$ cat src/rtl/crlm_pkg.sv
package crlm_pkg;

    localparam int LINE_CAPACITY     = 64;
    localparam int MAX_COMMAND_CHARS = 16;

    localparam int LC_W  = $clog2(LINE_CAPACITY);
    localparam int CMP_W = LC_W + 1;

    localparam int BYTE_W   = 8;
    localparam int VALUE_W  = 32;
    localparam int CMD_W    = 64;
    localparam int CLEN_W   = 5;
    localparam int RETRY_W  = 8;
    localparam int CIDX_W   = 2;
    localparam int ERR_TEXT_LEN = 20;
    localparam int RES_LEN      = 4;

    localparam logic [VALUE_W-1:0] MAG_LIMIT_DIV10 = 32'd214748364;
    localparam logic [VALUE_W-1:0] POS_MAX         = 32'h7FFF_FFFF;
    localparam logic [3:0]         DIGIT_MAX_LAST  = 4'd8;

    localparam logic [BYTE_W-1:0] CH_NL    = 8'h0A;
    localparam logic [BYTE_W-1:0] CH_MINUS = 8'h2D;
    localparam logic [BYTE_W-1:0] CH_PLUS  = 8'h2B;
    localparam logic [BYTE_W-1:0] CH_ZERO  = 8'h30;
    localparam logic [BYTE_W-1:0] CH_NINE  = 8'h39;

    typedef enum logic [1:0] {
        FUNC_START  = 2'd0,
        FUNC_BYTE   = 2'd1,
        FUNC_RD_ERR = 2'd2
    } func_t;

    typedef enum logic [1:0] {
        ST_OK        = 2'd0,
        ST_MALFORMED = 2'd1,
        ST_DEV_ERR   = 2'd2,
        ST_GAVE_UP   = 2'd3
    } status_t;

    typedef enum logic [CIDX_W-1:0] {
        CFG_CMD_FIRST   = 2'd0,
        CFG_CMD_SECOND  = 2'd1,
        CFG_CMD_LENGTH  = 2'd2,
        CFG_RETRY_LIMIT = 2'd3
    } cfg_index_t;

    // "RES " then the command bytes
    function automatic logic [BYTE_W-1:0] prefix_char(
        input logic [CMP_W-1:0] k,
        input logic [CMD_W-1:0] first,
        input logic [CMD_W-1:0] second
    );
        logic [CMP_W-1:0] c;
        logic [BYTE_W-1:0] ch;
        c = k - CMP_W'(RES_LEN);
        case (k[1:0])
            2'd0:    ch = 8'h52;
            2'd1:    ch = 8'h45;
            2'd2:    ch = 8'h53;
            default: ch = 8'h20;
        endcase
        if (k >= CMP_W'(RES_LEN)) begin
            if (c < CMP_W'(8)) begin
                ch = first[{c[2:0], 3'b000} +: BYTE_W];
            end else begin
                ch = second[{c[2:0], 3'b000} +: BYTE_W];
            end
        end
        return ch;
    endfunction

    // "ERR Unknown command."
    function automatic logic [BYTE_W-1:0] err_char(input logic [4:0] k);
        logic [BYTE_W-1:0] ch;
        case (k)
            5'd0:    ch = 8'h45;
            5'd1:    ch = 8'h52;
            5'd2:    ch = 8'h52;
            5'd3:    ch = 8'h20;
            5'd4:    ch = 8'h55;
            5'd5:    ch = 8'h6E;
            5'd6:    ch = 8'h6B;
            5'd7:    ch = 8'h6E;
            5'd8:    ch = 8'h6F;
            5'd9:    ch = 8'h77;
            5'd10:   ch = 8'h6E;
            5'd11:   ch = 8'h20;
            5'd12:   ch = 8'h63;
            5'd13:   ch = 8'h6F;
            5'd14:   ch = 8'h6D;
            5'd15:   ch = 8'h6D;
            5'd16:   ch = 8'h61;
            5'd17:   ch = 8'h6E;
            5'd18:   ch = 8'h64;
            5'd19:   ch = 8'h2E;
            default: ch = 8'h00;
        endcase
        return ch;
    endfunction

endpackage

$ cat src/rtl/command_response_line_matcher.sv
// Matches response lines from a byte stream against "RES <command>" and returns
// the signed decimal number that follows, or a malformed, device error or
// gave-up status. Items are a start (tuser 0), a received byte (tuser 1) or a
// read error (tuser 2); a line ends at a newline byte. One item is taken per
// clock cycle: it lands in an input register and is evaluated from there
// into the result register once that register is free or m_tready is high.
// The only thing that slows the input is the result register: while a
// result waits for m_tready, one more item is taken and then s_tready drops.
// Configuration writes are always accepted and must be made while no item
// is in flight.
module command_response_line_matcher (
    input  logic                             aclk,
    input  logic                             aresetn,
    input  logic                             s_tvalid,
    output logic                             s_tready,
    input  logic [crlm_pkg::BYTE_W-1:0]      s_tdata,   // rx_byte
    input  logic [1:0]                       s_tuser,   // func
    output logic                             m_tvalid,
    input  logic                             m_tready,
    output logic [crlm_pkg::VALUE_W-1:0]     m_tdata,   // value
    output logic [1:0]                       m_tuser,   // status
    input  logic                             cfg_valid,
    output logic                             cfg_ready,
    input  logic [crlm_pkg::CIDX_W-1:0]      cfg_index,
    input  logic [crlm_pkg::CMD_W-1:0]       cfg_data
);
    import crlm_pkg::*;

    logic [CMD_W-1:0]   cmd_first_reg, cmd_second_reg;
    logic [CLEN_W-1:0]  cmd_len_reg;
    logic [RETRY_W-1:0] retry_limit_reg;

    logic               in_valid_reg;
    logic [1:0]         in_func_reg;
    logic [BYTE_W-1:0]  in_byte_reg;
    logic               advance;

    logic [LC_W-1:0]    line_count_reg, line_count_next;
    logic               prefix_ok_reg, prefix_ok_next;
    logic               err_ok_reg, err_ok_next;
    logic [VALUE_W-1:0] acc_reg, acc_next;
    logic               neg_reg, neg_next;
    logic               digit_seen_reg, digit_seen_next;
    logic               num_bad_reg, num_bad_next;
    logic [RETRY_W-1:0] retries_reg, retries_next;
    logic               waiting_reg, waiting_next;

    logic               m_valid_reg;
    logic [VALUE_W-1:0] m_value_reg;
    status_t            m_status_reg;

    logic               res_valid;
    status_t            res_status;
    logic [VALUE_W-1:0] res_value;

    logic [CLEN_W-1:0]  clen;
    logic [CMP_W-1:0]   plen, k;
    logic [3:0]         digit;
    logic               is_digit;
    logic [VALUE_W-1:0] acc_x10;
    logic [RETRY_W-1:0] retry_dec;
    logic               pre_hit, err_hit, num_bad_end;

    assign cfg_ready = 1'b1;
    assign advance   = in_valid_reg && (!m_valid_reg || m_tready);
    assign s_tready  = !in_valid_reg || advance;

    assign m_tvalid = m_valid_reg;
    assign m_tdata  = m_value_reg;
    assign m_tuser  = m_status_reg;

    always_ff @(posedge aclk) begin
        if (!aresetn) begin
            cmd_first_reg   <= '0;
            cmd_second_reg  <= '0;
            cmd_len_reg     <= CLEN_W'(1);
            retry_limit_reg <= RETRY_W'(10);
        end else if (cfg_valid) begin
            case (cfg_index_t'(cfg_index))
                CFG_CMD_FIRST:   cmd_first_reg   <= cfg_data;
                CFG_CMD_SECOND:  cmd_second_reg  <= cfg_data;
                CFG_CMD_LENGTH:  cmd_len_reg     <= cfg_data[CLEN_W-1:0];
                CFG_RETRY_LIMIT: retry_limit_reg <= cfg_data[RETRY_W-1:0];
                default: ;
            endcase
        end
    end

    // input register
    always_ff @(posedge aclk) begin
        if (!aresetn) begin
            in_valid_reg <= 1'b0;
        end else if (s_tvalid && s_tready) begin
            in_valid_reg <= 1'b1;
        end else if (advance) begin
            in_valid_reg <= 1'b0;
        end
        if (s_tvalid && s_tready) begin
            in_func_reg <= s_tuser;
            in_byte_reg <= s_tdata;
        end
    end

    always_comb begin
        if (cmd_len_reg == '0) begin
            clen = CLEN_W'(1);
        end else if (cmd_len_reg > CLEN_W'(MAX_COMMAND_CHARS)) begin
            clen = CLEN_W'(MAX_COMMAND_CHARS);
        end else begin
            clen = cmd_len_reg;
        end
    end

    assign plen      = CMP_W'(RES_LEN) + CMP_W'(clen);
    assign k         = CMP_W'(line_count_reg);
    assign is_digit  = (in_byte_reg >= CH_ZERO) && (in_byte_reg <= CH_NINE);
    assign digit     = 4'(in_byte_reg - CH_ZERO);
    assign acc_x10   = (acc_reg << 3) + (acc_reg << 1);
    assign retry_dec = (retries_reg == '0) ? '0 : retries_reg - RETRY_W'(1);

    assign pre_hit     = prefix_ok_reg && (k >= plen);
    assign err_hit     = err_ok_reg && (k >= CMP_W'(ERR_TEXT_LEN));
    assign num_bad_end = num_bad_reg || !digit_seen_reg || (k <= plen + CMP_W'(1))
                         || (!neg_reg && (acc_reg > POS_MAX));

    always_comb begin
        line_count_next = line_count_reg;
        prefix_ok_next  = prefix_ok_reg;
        err_ok_next     = err_ok_reg;
        acc_next        = acc_reg;
        neg_next        = neg_reg;
        digit_seen_next = digit_seen_reg;
        num_bad_next    = num_bad_reg;
        retries_next    = retries_reg;
        waiting_next    = waiting_reg;
        res_valid       = 1'b0;
        res_status      = ST_GAVE_UP;
        res_value       = '1;

        if (advance) begin
            case (func_t'(in_func_reg))
                FUNC_START: begin
                    line_count_next = '0;
                    prefix_ok_next  = 1'b1;
                    err_ok_next     = 1'b1;
                    acc_next        = '0;
                    neg_next        = 1'b0;
                    digit_seen_next = 1'b0;
                    num_bad_next    = 1'b0;
                    retries_next    = retry_limit_reg;
                    if (retry_limit_reg == '0) begin
                        waiting_next = 1'b0;
                        res_valid    = 1'b1;
                    end else begin
                        waiting_next = 1'b1;
                    end
                end
                FUNC_BYTE: begin
                    if (waiting_reg && in_byte_reg == CH_NL) begin
                        line_count_next = '0;
                        prefix_ok_next  = 1'b1;
                        err_ok_next     = 1'b1;
                        acc_next        = '0;
                        neg_next        = 1'b0;
                        digit_seen_next = 1'b0;
                        num_bad_next    = 1'b0;
                        if (pre_hit) begin
                            waiting_next = 1'b0;
                            res_valid    = 1'b1;
                            if (num_bad_end) begin
                                res_status = ST_MALFORMED;
                            end else begin
                                res_status = ST_OK;
                                res_value  = neg_reg ? (VALUE_W'(0) - acc_reg) : acc_reg;
                            end
                        end else if (err_hit) begin
                            waiting_next = 1'b0;
                            res_valid    = 1'b1;
                            res_status   = ST_DEV_ERR;
                        end else begin
                            retries_next = retry_dec;
                            if (retry_dec == '0) begin
                                waiting_next = 1'b0;
                                res_valid    = 1'b1;
                            end
                        end
                    end else if (waiting_reg && k < CMP_W'(LINE_CAPACITY - 1)) begin
                        if (k < plen && in_byte_reg != prefix_char(k, cmd_first_reg,
                                                                  cmd_second_reg)) begin
                            prefix_ok_next = 1'b0;
                        end
                        if (k < CMP_W'(ERR_TEXT_LEN) && in_byte_reg != err_char(k[4:0])) begin
                            err_ok_next = 1'b0;
                        end
                        if (k > plen && !num_bad_reg) begin
                            if (k == plen + CMP_W'(1)
                                && (in_byte_reg == CH_MINUS || in_byte_reg == CH_PLUS)) begin
                                neg_next = (in_byte_reg == CH_MINUS);
                            end else if (is_digit) begin
                                if (acc_reg > MAG_LIMIT_DIV10
                                    || (acc_reg == MAG_LIMIT_DIV10 && digit > DIGIT_MAX_LAST)) begin
                                    num_bad_next = 1'b1;
                                end else begin
                                    acc_next        = acc_x10 + VALUE_W'(digit);
                                    digit_seen_next = 1'b1;
                                end
                            end else begin
                                num_bad_next = 1'b1;
                            end
                        end
                        line_count_next = line_count_reg + LC_W'(1);
                    end
                end
                FUNC_RD_ERR: begin
                    if (waiting_reg) begin
                        retries_next = retry_dec;
                        if (retry_dec == '0) begin
                            waiting_next = 1'b0;
                            res_valid    = 1'b1;
                        end
                    end
                end
                default: ;
            endcase
        end
    end

    always_ff @(posedge aclk) begin
        if (!aresetn) begin
            line_count_reg <= '0;
            prefix_ok_reg  <= 1'b1;
            err_ok_reg     <= 1'b1;
            acc_reg        <= '0;
            neg_reg        <= 1'b0;
            digit_seen_reg <= 1'b0;
            num_bad_reg    <= 1'b0;
            retries_reg    <= '0;
            waiting_reg    <= 1'b0;
        end else begin
            line_count_reg <= line_count_next;
            prefix_ok_reg  <= prefix_ok_next;
            err_ok_reg     <= err_ok_next;
            acc_reg        <= acc_next;
            neg_reg        <= neg_next;
            digit_seen_reg <= digit_seen_next;
            num_bad_reg    <= num_bad_next;
            retries_reg    <= retries_next;
            waiting_reg    <= waiting_next;
        end
    end

    // result register
    always_ff @(posedge aclk) begin
        if (!aresetn) begin
            m_valid_reg <= 1'b0;
        end else if (res_valid) begin
            m_valid_reg <= 1'b1;
        end else if (m_tready) begin
            m_valid_reg <= 1'b0;
        end
        if (res_valid) begin
            m_status_reg <= res_status;
            m_value_reg  <= res_value;
        end
    end

endmodule

$ cat config.mk
export PLATFORM = sky130hd
export DESIGN_NAME = command_response_line_matcher
export DESIGN_NICKNAME = d
export VERILOG_FILES = /design/src/rtl/crlm_pkg.sv /design/src/rtl/command_response_line_matcher.sv
export SDC_FILE = /design/constraint.sdc
export NUM_CORES = 1
export LEC_CHECK = 0
export BUFFER_PORTS_ARGS = -buffer_cell sky130_fd_sc_hd__buf_2
export CAP_MARGIN = 20
export CORE_MARGIN = 2
export CORE_UTILIZATION = 39
export DETAILED_ROUTE_END_ITERATION = 16
export GPL_TIMING_DRIVEN = 0
export SETUP_SLACK_MARGIN = 0.3
export SYNTH_ARGS = -nofsm -noshare
export SYNTH_HDL_FRONTEND = slang
export SYNTH_SLANG_ARGS = --single-unit
$ cat constraint.sdc
create_clock -name aclk -period 6.15 [get_ports aclk]
set_input_delay 1.23 -clock aclk [delete_from_list [all_inputs] [get_ports aclk]]
set_output_delay 1.23 -clock aclk [all_outputs]
set_load 0.01 [all_outputs]
==> impl_metrics.ini <==
[outcome]
status = finished, final reports clean

[sta]
worst_slew_pin_slew_ns = 1.074
timing.final.crit_share_pct = 79.60
fmax_ghz = 0.2043
rsz0062_at_grt = false
min_period_ns = 4.895
drv_slew = 0
finClkSkew_ns = 0.01816
finalSetupTns_ns = 0
fin_ws_ns = 1.255
setup_violations = 0
hold_viol = 0
slew_headroom_pct = 28.15

[route]
dr.pass1.iters = 5
routedWlPerCell_um = 17.68
drt_iter0_drc = 872
wl_um = 40780
avgViaCountPerCell = 5.396
ant_nets = 0
drc = 0
num_vias = 12448

[global_routing]
grt_overflow = 0
met2_usage_pct = 36.29
antenna_found_initial = 1
grt_use_total_pct = 21.32
grt_pass1_vias = 12078
grt_pass1_wl_um = 65050
grt.busiest_layer = met2
grt_max_degree = 16
grtUsageMet3_pct = 2.470
groute.layer.met1.usage_pct = 28.17

[synth]
syn_area_per_cell_um2 = 8.429
async_flop_share_pct = 0
synth-warning-count = 0
synth_cells = 1671
synthesis.area_um2 = 14080
synth.distinct_cells = 77
synth_enable_flop_cells = 44
synth-seq-cells = 246
ys_seq_area_share_pct = 38.09
ys.flop_type = dfxtp_1

[layout]
seq_area_um2 = 5365
drive_gt1_share_pct = 11.60
area_growth_pct = 15.69
fill_cells = 3589
multi_input_area_um2 = 8180
layout.nets = 1997

[worst_setup_path]
path_cells = clkbuf_1 > inv_2 > ha_1 > or2_2 > nor4_1 > a21o_1 > buf_2 > nor2_1 > a2111oi_0 > nor3_1 > xor2_1 > a2111oi_0 > a31oi_1 > o311ai_1
worst_setup_path_end_kind = flip-flop
crit_arrival_ns = 5.39
worstPathRequired_ns = 6.65
worst-setup-path-type = flip-flop to flip-flop
critPathSlowestCell = a2111oi_0
critPathMaxStageDelay_ns = 0.94
crit_top_cell = a2111oi_0
cp_max_fo = 10
startpoint_type = flip-flop

[placed_design]
portBuffers = 115
pre_cts_slack_ns = 1.502
place.gp.congestion = 0.8757
dp_hpwl_um = 29980

[clock_network]
htreeDepth = 1
cts_resized = 0
cts_sinks = 246
cts_hold_buffers = 0
cts-root-buf = clkbuf_16
numCtsBuffers = 29
post-cts-setup-buffers = 0
cts_buffer_depth = 3
clock_latency_ns = 0.59
cts_tree = built
path_clk_slew_ns = 0.06

[pwr]
leakagePower_nw = 6.754
power_density_nw_per_um2 = 235.1
peakVddDrop_uv = 211.3

[die]
dieWidth_um = 194.0
initial_core_util_pct = 39.60
coreArea_um2 = 35570
die-height_um = 194.0
rows = 69
dieArea_um2 = 37650
io_pins = 118

[job]
drv_cap = 0

[min_path]
hold_path.class = flip-flop to flip-flop
-- cell type report --
cell class                      instances  share of cell area [%]
Clock buffer                           43                   5.275
Antenna cell                            1                 0.01536
Sequential cell                       246                   32.93
Timing Repair Buffer                  119                   3.763
Clock inverter                         10                  0.8907
Multi-Input combinational cell       1292                   50.20
Tap cell                              461                   3.540
Buffer                                 92                   2.396
Inverter                               43                  0.9906
-- worst max-delay path, delay by kind of cell, from the launching register on --
family | cells | cell delay, ns
adder cells (fa/ha/maj) | 1 | 0.31
AND/OR/NAND/NOR | 4 | 1.07
flip-flops | 1 | 0.49
AO/OA/AOI/OAI | 5 | 1.71
buffers and inverters | 3 | 1.02
XOR/XNOR | 1 | 0.20
-- final timing paths --
check / cells past startpoint / slack (ns) / startpoint / end
setup / recovery: 14 / 1.25 / line_count_reg[2]$_SDFFE_PN0P_ / prefix_ok_reg$_SDFFE_PN1P_
hold reg to reg: 2 / 0.46 / cmd_first_reg[57]$_SDFFE_PN0P_ / cmd_first_reg[57]$_SDFFE_PN0P_
setup reg to reg: 14 / 1.25 / line_count_reg[2]$_SDFFE_PN0P_ / prefix_ok_reg$_SDFFE_PN1P_
hold / removal: 2 / 0.46 / cmd_first_reg[57]$_SDFFE_PN0P_ / cmd_first_reg[57]$_SDFFE_PN0P_
-- per-stage QoR --
stage | instance area (µm²) | hold WS [ns] | instances | util, % | power [mW]
floorplan | 14090 | 0.4361 | 1673 | - | 1.924
global placement | 15240 | 0.4460 | 2249 | 42.86 | 2.042
detailed placement | 15290 | 0.4535 | 2253 | 42.98 | 2.048
CTS | 16290 | 0.4618 | 2306 | 45.80 | 3.865
global route | 16290 | 0.4850 | 2306 | 45.80 | 3.958
finish | 16290 | 0.4616 | 2307 | 45.81 | 3.830
-- kinds of logic after synthesis --
logic type	count (synthesis)	synth area share (%)
simple gates	681	21.45
buf+inv	135	3.917
other cells	1	0.02662
fa+ha+maj	93	8.368
compound gates	401	19.70
mux	32	3.340
xor+xnor	82	5.099
flops	246	38.09
-- synthesized netlist by cell type, types with 9 or more instances --
cell / number / area share [%]
xor2_1: 53 / 3.3
nand2b_1: 18 / 0.80
clkbuf_1: 74 / 2.0
inv_1: 40 / 1.1
nor4_1: 9 / 0.40
a22oi_1: 15 / 0.80
xnor2_1: 29 / 1.8
edfxtp_1: 44 / 9.4
o21a_1: 9 / 0.48
mux4_2: 12 / 1.9
dfxtp_1: 202 / 29
ha_1: 91 / 8.1
nand2_1: 426 / 11
a21oi_1: 57 / 2.0
and3_1: 16 / 0.71
a31oi_1: 18 / 0.80
nand3_1: 40 / 1.4
a21o_1: 21 / 1.1
nor2_1: 63 / 1.7
nand4_1: 12 / 0.53
o21ai_1: 13 / 0.46
o211ai_1: 9 / 0.48
buf_2: 9 / 0.32
nor2b_1: 35 / 1.6
nor3_1: 20 / 0.71
a21boi_0: 139 / 7.4
mux2i_1: 20 / 1.4
o21ai_0: 54 / 1.9
-- power by group --
group          switching (mW)  total [mW]  internal, mW
clock network           0.720        1.81          1.09
logic                   0.189       0.303         0.114
registers              0.0339        1.71          1.68
-- routing by layer --
layer  vias to the layer above  wire length (µm)
met5                         -                 0
met4                         0              1308
li1                       6136                 -
met1                      5857             18450
met3                        84              1949
met2                       371             19080
-- cells in the final DEF (no fill, tap or decap), drive strengths merged, types with 5 or more instances in the layout --
cell,Yosys,final
a2111oi,7,7
a21boi,140,140
a21o,21,21
a21oi,57,57
a22oi,20,20
a31oi,18,18
and2,5,5
and3,16,16
buf,18,137
clkbuf,74,117
clkinv,1,5
dfxtp,202,202
edfxtp,44,44
ha,91,91
inv,42,43
mux2i,20,20
mux4,12,12
nand2,426,426
nand2b,18,18
nand3,40,40
nand3b,5,5
nand4,12,12
nor2,63,63
nor2b,35,35
nor3,21,21
nor4,10,10
o211a,5,5
o211ai,9,9
o21a,9,9
o21ai,68,68
o31ai,8,8
o41ai,6,6
or2,6,6
or3,9,9
or4,7,7
xnor2,29,29
xor2,53,53
Note: power is estimated with default switching activity, not from simulation.
